File: src/hw/rtl/bier_pkg.sv
// Shared types and constants of the bus interrupt and error status registers.
package bier_pkg;

  typedef enum logic [2:0] {
    FUNC_READ      = 3'd0,
    FUNC_WRITE     = 3'd1,
    FUNC_UNI_ON    = 3'd2,
    FUNC_UNI_OFF   = 3'd3,
    FUNC_XBUS_ON   = 3'd4,
    FUNC_XBUS_OFF  = 3'd5,
    FUNC_XBUS_NXM  = 3'd6,
    FUNC_MAP_ERR   = 3'd7
  } func_t;

  localparam int unsigned ADDR_W = 18;
  localparam int unsigned DATA_W = 16;

  // Error status bit positions.
  localparam int unsigned XBUS_NXM_BIT   = 0;
  localparam int unsigned UNIBUS_NXM_BIT = 1;
  localparam int unsigned UNIBUS_MAP_BIT = 2;

  localparam logic [DATA_W-1:0] ERR_XBUS_NXM   = DATA_W'(1) << XBUS_NXM_BIT;
  localparam logic [DATA_W-1:0] ERR_UNIBUS_NXM = DATA_W'(1) << UNIBUS_NXM_BIT;
  localparam logic [DATA_W-1:0] ERR_UNIBUS_MAP = DATA_W'(1) << UNIBUS_MAP_BIT;

  // Interrupt status fields.
  localparam logic [DATA_W-1:0] PEND_MASK  = 16'o140000;
  localparam logic [DATA_W-1:0] UNI_ENABLE = 16'o002000;
  localparam logic [DATA_W-1:0] VEC_MASK   = 16'o001774;
  localparam logic [DATA_W-1:0] UNI_INT    = 16'o100000;
  localparam logic [DATA_W-1:0] XBUS_INT   = 16'o040000;
  localparam logic [DATA_W-1:0] W0_MASK    = 16'o036001;
  localparam logic [DATA_W-1:0] W1_MASK    = 16'o101774;

  // Unibus addresses.
  localparam logic [ADDR_W-1:0] ADDR_INT    = 18'o766040;
  localparam logic [ADDR_W-1:0] ADDR_INT_HI = 18'o766042;
  localparam logic [ADDR_W-1:0] ADDR_ERR    = 18'o766044;
  localparam logic [ADDR_W-1:0] ADDR_DEV0   = 18'o766100;
  localparam logic [ADDR_W-1:0] ADDR_DEV1   = 18'o766102;
  localparam logic [ADDR_W-1:0] ADDR_DEV2   = 18'o766104;
  localparam logic [ADDR_W-1:0] ADDR_DEV3   = 18'o766110;
  localparam logic [ADDR_W-1:0] ADDR_DEV4   = 18'o766112;
  localparam logic [ADDR_W-1:0] ADDR_DEV5   = 18'o766114;

  typedef struct packed {
    func_t             func;
    logic [ADDR_W-1:0] address;
    logic [DATA_W-1:0] write_data;
    logic [DATA_W-1:0] vector;
  } in_word_t;

  typedef struct packed {
    logic [DATA_W-1:0] read_data;
    logic              status;
    logic              irq_pending;
  } result_t;

endpackage

File: src/hw/rtl/bier_in_stage.sv
// Input register stage: holds one accepted word until the core takes it.
module bier_in_stage (
  input  logic              clk,
  input  logic              rst_n,
  input  logic              in_valid,
  output logic              in_ready,
  input  bier_pkg::in_word_t in_word,
  input  logic              take,
  output logic              word_valid,
  output bier_pkg::in_word_t word
);

  logic               valid_r;
  logic               valid_nxt;
  bier_pkg::in_word_t word_r;

  assign in_ready   = !valid_r || take;
  assign valid_nxt  = (in_valid && in_ready) || (valid_r && !take);
  assign word_valid = valid_r;
  assign word       = word_r;

  always_ff @(posedge clk) begin
    if (!rst_n) begin
      valid_r <= 1'b0;
    end else begin
      valid_r <= valid_nxt;
    end
  end

  always_ff @(posedge clk) begin
    if (in_valid && in_ready) begin
      word_r <= in_word;
    end
  end

endmodule

File: src/hw/rtl/bier_core.sv
// Status registers, operation decode and the result register.
module bier_core (
  input  logic               clk,
  input  logic               rst_n,
  input  logic               cfg_wr_en,
  input  logic               cfg_wr_data,
  input  logic               word_valid,
  input  bier_pkg::in_word_t word,
  output logic               take,
  output logic               out_valid,
  input  logic               out_ready,
  output bier_pkg::result_t  result
);

  logic [bier_pkg::DATA_W-1:0] int_r, int_nxt;
  logic [bier_pkg::DATA_W-1:0] err_r, err_nxt;
  logic                        inhibit_r;
  logic                        out_valid_r;
  bier_pkg::result_t           result_r, result_nxt;
  logic [bier_pkg::DATA_W-1:0] nxm_bit;

  assign take = word_valid && (!out_valid_r || out_ready);

  always_comb begin
    int_nxt    = int_r;
    err_nxt    = err_r;
    result_nxt = '0;
    nxm_bit    = inhibit_r ? '0 : bier_pkg::ERR_UNIBUS_NXM;
    unique case (word.func)
      bier_pkg::FUNC_READ: begin
        unique case (word.address)
          bier_pkg::ADDR_INT: result_nxt.read_data = int_r;
          bier_pkg::ADDR_ERR: result_nxt.read_data = err_r;
          bier_pkg::ADDR_DEV0,
          bier_pkg::ADDR_DEV2: result_nxt.status = 1'b1;
          default: begin
            result_nxt.status = 1'b1;
            err_nxt = err_r | nxm_bit;
          end
        endcase
      end
      bier_pkg::FUNC_WRITE: begin
        unique case (word.address)
          bier_pkg::ADDR_INT:
            int_nxt = (int_r & ~bier_pkg::W0_MASK) | (word.write_data & bier_pkg::W0_MASK);
          bier_pkg::ADDR_INT_HI:
            int_nxt = (int_r & ~bier_pkg::W1_MASK) | (word.write_data & bier_pkg::W1_MASK);
          bier_pkg::ADDR_ERR: err_nxt = '0;
          bier_pkg::ADDR_DEV0,
          bier_pkg::ADDR_DEV1,
          bier_pkg::ADDR_DEV3,
          bier_pkg::ADDR_DEV4,
          bier_pkg::ADDR_DEV5: result_nxt.status = 1'b1;
          default: begin
            result_nxt.status = 1'b1;
            err_nxt = err_r | nxm_bit;
          end
        endcase
      end
      bier_pkg::FUNC_UNI_ON: begin
        if ((int_r & bier_pkg::UNI_ENABLE) != '0) begin
          int_nxt = (int_r & ~bier_pkg::VEC_MASK) | bier_pkg::UNI_INT
                    | (word.vector & bier_pkg::VEC_MASK);
        end
      end
      bier_pkg::FUNC_UNI_OFF: begin
        if ((int_r & bier_pkg::UNI_INT) != '0) begin
          int_nxt = int_r & ~(bier_pkg::VEC_MASK | bier_pkg::UNI_INT);
        end
      end
      bier_pkg::FUNC_XBUS_ON:  int_nxt = int_r | bier_pkg::XBUS_INT;
      bier_pkg::FUNC_XBUS_OFF: int_nxt = int_r & ~bier_pkg::XBUS_INT;
      bier_pkg::FUNC_XBUS_NXM: begin
        if (!inhibit_r) begin
          err_nxt = err_r | bier_pkg::ERR_XBUS_NXM;
        end
      end
      bier_pkg::FUNC_MAP_ERR:  err_nxt = err_r | bier_pkg::ERR_UNIBUS_MAP;
      default: ;
    endcase
    result_nxt.irq_pending = (int_nxt & bier_pkg::PEND_MASK) != '0;
  end

  always_ff @(posedge clk) begin
    if (!rst_n) begin
      int_r       <= '0;
      err_r       <= '0;
      inhibit_r   <= 1'b0;
      out_valid_r <= 1'b0;
    end else begin
      if (cfg_wr_en) begin
        inhibit_r <= cfg_wr_data;
      end
      if (take) begin
        int_r       <= int_nxt;
        err_r       <= err_nxt;
        out_valid_r <= 1'b1;
      end else if (out_ready) begin
        out_valid_r <= 1'b0;
      end
    end
  end

  always_ff @(posedge clk) begin
    if (take) begin
      result_r <= result_nxt;
    end
  end

  assign out_valid = out_valid_r;
  assign result    = result_r;

endmodule

File: src/hw/rtl/bus_interrupt_error_registers.sv
// Bus interface interrupt status and error status registers. Each input word
// is one operation (register read or write, unibus or xbus interrupt assert
// or deassert, or an xbus nxm or map error event) and produces exactly one
// result word: read data, an ok/error status and the interrupt-pending flag
// taken after the operation's update. A word is held in the input register
// and is then decoded and applied in a single pass of logic into the result
// register, so the block sustains one word per cycle while out_ready is held
// high, and the result is valid once the word has passed both registers. The
// input register decouples the two sides: a new word is taken while a finished
// result still waits for out_ready, and back-pressure reaches in_ready only
// when both the input and result registers are full. The nxm inhibit bit is
// written through cfg_wr_en/cfg_wr_data and takes effect on the next word.
module bus_interrupt_error_registers (
  input  logic        clk,
  input  logic        rst_n,
  input  logic        cfg_wr_en,
  input  logic        cfg_wr_data,
  input  logic        in_valid,
  output logic        in_ready,
  input  logic [2:0]  in_func,
  input  logic [17:0] in_address,
  input  logic [15:0] in_write_data,
  input  logic [15:0] in_vector,
  output logic        out_valid,
  input  logic        out_ready,
  output logic [15:0] out_read_data,
  output logic        out_status,
  output logic        out_irq_pending
);

  bier_pkg::in_word_t in_word;
  bier_pkg::in_word_t word;
  bier_pkg::result_t  result;
  logic               word_valid;
  logic               take;

  // Pack the input word; every func code is a defined operation.
  assign in_word.func       = bier_pkg::func_t'(in_func);
  assign in_word.address    = in_address;
  assign in_word.write_data = in_write_data;
  assign in_word.vector     = in_vector;

  // Hold the accepted word until the core can advance it.
  bier_in_stage u_in_stage (
    .clk        (clk),
    .rst_n      (rst_n),
    .in_valid   (in_valid),
    .in_ready   (in_ready),
    .in_word    (in_word),
    .take       (take),
    .word_valid (word_valid),
    .word       (word)
  );

  // Apply the operation to the status registers and load the result.
  bier_core u_core (
    .clk         (clk),
    .rst_n       (rst_n),
    .cfg_wr_en   (cfg_wr_en),
    .cfg_wr_data (cfg_wr_data),
    .word_valid  (word_valid),
    .word        (word),
    .take        (take),
    .out_valid   (out_valid),
    .out_ready   (out_ready),
    .result      (result)
  );

  // Unpack the result word onto its ports.
  assign out_read_data   = result.read_data;
  assign out_status      = result.status;
  assign out_irq_pending = result.irq_pending;

endmodule

File: config.mk
export PLATFORM = sky130hd
export DESIGN_NAME = bus_interrupt_error_registers
export DESIGN_NICKNAME = d
export VERILOG_FILES = /design/src/hw/rtl/bier_pkg.sv /design/src/hw/rtl/bier_in_stage.sv /design/src/hw/rtl/bier_core.sv /design/src/hw/rtl/bus_interrupt_error_registers.sv
export SDC_FILE = /design/constraint.sdc
export NUM_CORES = 1
export LEC_CHECK = 0
export BUFFER_PORTS_ARGS = -buffer_cell sky130_fd_sc_hd__buf_4
export CORE_AREA = 2 2 98 100
export DETAILED_ROUTE_END_ITERATION = 8
export DIE_AREA = 0 0 100 102
export GPL_ROUTABILITY_DRIVEN = 0
export RECOVER_POWER = 25
export SYNTH_ARGS = -nofsm -noshare
export SYNTH_HDL_FRONTEND = slang
export SYNTH_HIERARCHICAL = 1
export SYNTH_SLANG_ARGS = --single-unit
File: constraint.sdc
create_clock -name clk -period 3.23 [get_ports clk]
set_clock_uncertainty 0.1 [all_clocks]
set_input_delay 0.1615 -clock clk [delete_from_list [all_inputs] [get_ports clk]]
set_output_delay 0.1615 -clock clk [all_outputs]
set_load 0.02 [all_outputs]
Yosys cells after proc, flatten, opt, wreduce, memory -nomap -nowiden
Cells that the tools add are included.
{ "word_totals": {"wordCells": 90, "reg_bits": 100, "in_bits": 59, "output_inout_bits": 20} }
{ "op_classes": {"eq_ne": 22, "bitwise": 9, "muxes": 15, "reduce_logical": 27} }
{ "ops": {"columns": ["operator", "count"], "rows": [
  ["equality test 18 bit, second input constant", 9],
  ["one-hot mux 16 bit (2 select lines)", 3],
  ["one-hot mux 16 bit (5 select lines)", 1],
  ["one-hot mux 16 bit (4 select lines)", 1],
  ["2-to-1 mux 16 bit", 2],
  ["AND reduction 6 bit", 3],
  ["OR 15 x 16 -> 16 bit", 1],
  ["OR 16 x 10 -> 16 bit", 1],
  ["OR 16 x 14 -> 16 bit", 1],
  ["OR 16 bit", 1],
  ["nonzero test 16 bit", 1],
  ["AND reduction 7 bit", 2],
  ["equality test 3 bit, second input constant", 4],
  ["2-to-1 mux 10 bit", 1],
  ["nonzero test 3 bit", 3],
  ["OR reduction 7 bit", 1],
  ["equality test 3 x 2 -> 1 bit, second input constant", 2],
  ["!= test 2 bit, second input constant", 3],
  ["nonzero test 2 bit", 3],
  ["2-to-1 mux 1 bit", 5],
  ["inverter 1 bit", 5],
  ["AND reduction 5 bit", 1],
  ["!= test 2 x 1 -> 1 bit, second input constant", 2],
  ["OR reduction 4 bit", 1],
  ["10 further kinds", 16]
]} }

Logic depth before layout (Yosys ltp)
{ "depth": {"word_depth": 6, "ltp_mapped": 7, "depth_no_buf": 5} }

Modules after synthesis
The synthesis kept the hierarchy.
{ "modules_own_cells": {"columns": ["mod", "area_each_um2", "cells_per_inst", "instances"], "rows": [
  ["bier_core", 1895.6, 185, 1],
  ["bier_in_stage", 1649.1, 58, 1]
]} }

Least setup slack after synthesis
No wires, ideal clock.
{ "synth_timing": {"kind": "register -> register", "start": "reg u_core.out_valid_r (netlist: u_core/out_valid)", "end": "reg u_in_stage.word_r, in the netlist u_in_stage/word[0], enable pin", "arrival_time_ps": 2138, "setup_ps": 373, "path_stages_with_launch": 6, "n_path_buf": 1, "path_slack_ps": 619, "required_time_ps": 2757, "cell_sequence": "dfxtp_1 nor2b_1 nor2b_1 clkbuf_1 nand2b_4 and2_4"} }
{ "synth_via": {"elab_chain_cells": 5} }
{ "synth_lines": {"columns": ["element", "line", "source"], "rows": [
  ["start: declaration", "bier_core.sv:18", "logic out_valid_r;"],
  ["start signal: assignment", "bier_core.sv:89", "out_valid_r <= 1'b0;"],
  ["start signal: assignment", "bier_core.sv:97", "out_valid_r <= 1'b1;"],
  ["start signal: assignment", "bier_core.sv:99", "out_valid_r <= 1'b0;"],
  ["zero test 1 bit", "bier_core.sv:22", "assign take = word_valid && (!out_valid_r || out_ready);"],
  ["logical OR 1 bit", "bier_core.sv:22", null],
  ["logical AND 1 bit", "bier_core.sv:22", null],
  ["named net take", "bus_interrupt_error_registers.sv:35", "logic take;"],
  ["logical OR 1 bit", "bier_in_stage.sv:17", "assign in_ready = !valid_r || take;"],
  ["named net in_ready", "bus_interrupt_error_registers.sv:19", "output logic in_ready,"],
  ["logical AND 1 bit", "bier_in_stage.sv:31", "if (in_valid && in_ready) begin"],
  ["end signal: assignment", "bier_in_stage.sv:32", "word_r <= in_word;"],
  ["end: declaration", "bier_in_stage.sv:15", "bier_pkg::in_word_t word_r;"]
]} }
The timed path passes the listed nets, and every way through them passes these cells.
A chain may end at the register's enable or synchronous reset.

Final worst setup path
{ "layout_timing": {"start": "reg u_in_stage.word_r, in the netlist u_in_stage/word[36]", "end": "reg u_core.result_r, in the netlist u_core/result[13] (data pin)"} }
{ "layout_via": {"elab_chain_cells": 2, "elab_cells_between_ends": 3} }
{ "layout_lines": {"columns": ["element", "line", "source"], "rows": [
  ["equality test 18 bit", "bier_core.sv:31", "unique case (word.address)"],
  ["one-hot mux 16 bit (2 select lines) (*)", "bier_core.sv:31", null],
  ["end signal: assignment", "bier_core.sv:106", "result_r <= result_nxt;"],
  ["end: declaration", "bier_core.sv:19", "bier_pkg::result_t result_r, result_nxt;"]
]} }
Mark *: on every way between the ends. The rest lies on a longest branch, timed or not.

==> key figures <==
Power and ir drop
  • Comb power frac: 8.8%
  • Worst VDD drop: 0.000257 V
  • Switch share: 23.0%
  • Pwr Density: 481 mW/mm^2
  • Psw: 502 uW
  • Share of power burned in registers: 56.3%
  • LEAKAGE: 0.00167 uW
  • Internal power: 1680 uW
  • Clock power frac: 34.9%

Route
  • Vias: 2210
  • Vias per cell: 4.74
  • WL/cell: 14.0 um
  • TritonRoute pass-1 iters: 4
  • Post-Route WL: 6510 um
  • Drt initial violations: 57
  • Residual DRC: 0
  • ANT nets after route: 0

CTS
  • Worst skew pair latency: 0.35 ns
  • Maximum clock path buffer count: 2
  • CTS Buf Count: 9
  • Worst-path clk slew: 0.09 ns
  • CTS resizes: 0
  • CTS tree: done
  • Post-CTS Setup Bufs: 0
  • Clk sink count: 83
  • Root Buffer: clkbuf_8
  • CTS H-tree lvls: 3
  • Cts-stage hold buffer count: 46

Layout
  • Layout cells sized above 1: 29.0%
  • Fillcell total: 787
  • Sequential cell area: 0.00227 mm^2
  • Ant diodes: 0
  • Multi-input gate area: 922 um^2
  • Finished Cell Area: 0.00453 mm^2
  • Synth-to-layout area growth: 39.7%
  • Final Util: 49.8%
  • Fin cells: 466
  • Nets: 409

GRT
  • Number of global-route vias before repair: 2235
  • Gr usage total: 13.7%
  • Pin count of the biggest net entering global routing: 44
  • First-pass GRT wire length: 10500 um
  • Remaining global-route overflow: 0
  • Number of antenna violations at the first check in global routing: 0

Synth
  • Syn nets: 292
  • Synthesized area: 0.00324 mm^2
  • Synth Instances: 233
  • Mean post-synth cell area: 13.9 um^2
  • Yosys Warn Count: 6

Die
  • Rows: 35
  • Die H: 102 um
  • Initial cell density of the core: 35.6%
  • Core Region: 0.00911 mm^2
  • I/O pin cnt: 79
  • Die X: 100 um
  • Die area: 0.0102 mm^2

Place
  • HPWL Detailed: 4120 um
  • Cell Count Post-Placement: 404
  • Dpl cell area: 0.00387 mm^2
  • IO buf count: 68

Critical path
  • Crit start category: register
  • Crit path DAT: 2.46 ns
  • Critical Setup Path Class: reg2reg
  • CP required: 3.36 ns
  • Crit. End Element: register
  • CP Max Fanout: 13

STA
  • Max-slew violations: 0
  • Worst hold margin: 0.0780 ns
  • TNS Setup: 0 ns
  • Min Tclk post-route: 2.33 ns
  • RSZ-0062 raised after global routing: no
  • Slew headroom: 61.6%
  • Finish-stage setup viols: 0
  • Post-route clock period utilization: 72.0%
  • Worst slew pin tran: 0.576 ns
  • Final hold vios: 0
  • Highest clock rate: 430 MHz

Job
  • Max capacitance violation total: 0

Min path
  • Worst hold path type: in2reg

Run status
  • Status: finished, final reports clean
-- per-layer routing --
metal  global-route usage, %  share of wire [%]  vias up
li1                        -                  -     1105
met1                    15.8                 43     1043
met2                    24.0                 52       49
met3                    2.94                3.7       13
met4                    6.95                1.9        0
met5                       0                  0        -
-- through the flow --
stage | setup WS, ns | power [uW]
global route | 0.711 | 2270
global placement | 0.965 | 1400
finish | 0.904 | 2180
detailed placement | 0.921 | 1410
floorplan | 0.699 | 1320
CTS | 0.903 | 2210
-- layout make-up --
| type | count | share of cell area (%) |
|---|---|---|
| Multi-Input combinational cell | 138 | 20.3 |
| Inverter | 2 | 0.166 |
| Clock inverter | 7 | 1.79 |
| Clock buffer | 9 | 2.73 |
| Timing Repair Buffer | 116 | 21.8 |
| Sequential cell | 83 | 50.1 |
| Tap cell | 111 | 3.06 |
-- flip-flops by register name, summed over array words and instances (netlist names) --
register / flops
u_core/err_r: 3
u_in_stage/word_valid: 1
u_core/inhibit_r: 1
u_in_stage/word: 43
u_core/out_valid: 1
u_core/int_r: 16
u_core/result: 18
-- power groups by stage --
stage	sequential, uW	clock [uW]	combinational [uW]
6_report	1230	761	192
5_1_grt	1240	829	208
4_1_cts	1230	782	196
3_5_place_dp	1250	0	152
3_3_place_gp	1250	0	149
2_1_floorplan	1250	0	67.1
-- placed cells by master (no fill, tap or decap), drive strengths merged, types with 2 or more instances in the layout --
cell type,count
nor3,6
a21oi,3
a22oi,7
o2111ai,2
dfxtp,22
o21ai,4
nor4b,3
nand2,25
inv,6
edfxtp,61
and4,3
mux2i,5
nor2,11
and2,16
dlygate4sd3,46
nand3,7
nand2b,6
or4b,2
buf,30
o22ai,7
nor3b,2
clkbuf,49
a21boi,8
nand4b,2
nor2b,7
-- worst max-delay path, stage by stage, from the launching register on --
cell	delay (ns)
edfxtp_1	0.37
or4b_4	0.57
nor3_4	0.38
nand3_2	0.20
nor2_2	0.38
and2_1	0.20
-- final timing paths --
path	depth (start not counted)	to	slack [ns]	startpoint
worst max-delay path	5	u_core/result[13]	0.90	u_in_stage/word[36]
worst min-delay path	2	u_core/int_r[7]	0.08	rst_n
worst max register to register	5	u_core/result[13]	0.90	u_in_stage/word[36]
worst min register to register	2	u_core/err_r[1]	0.35	u_core/err_r[1]
No activity file was read; power rests on OpenSTA's default activity.
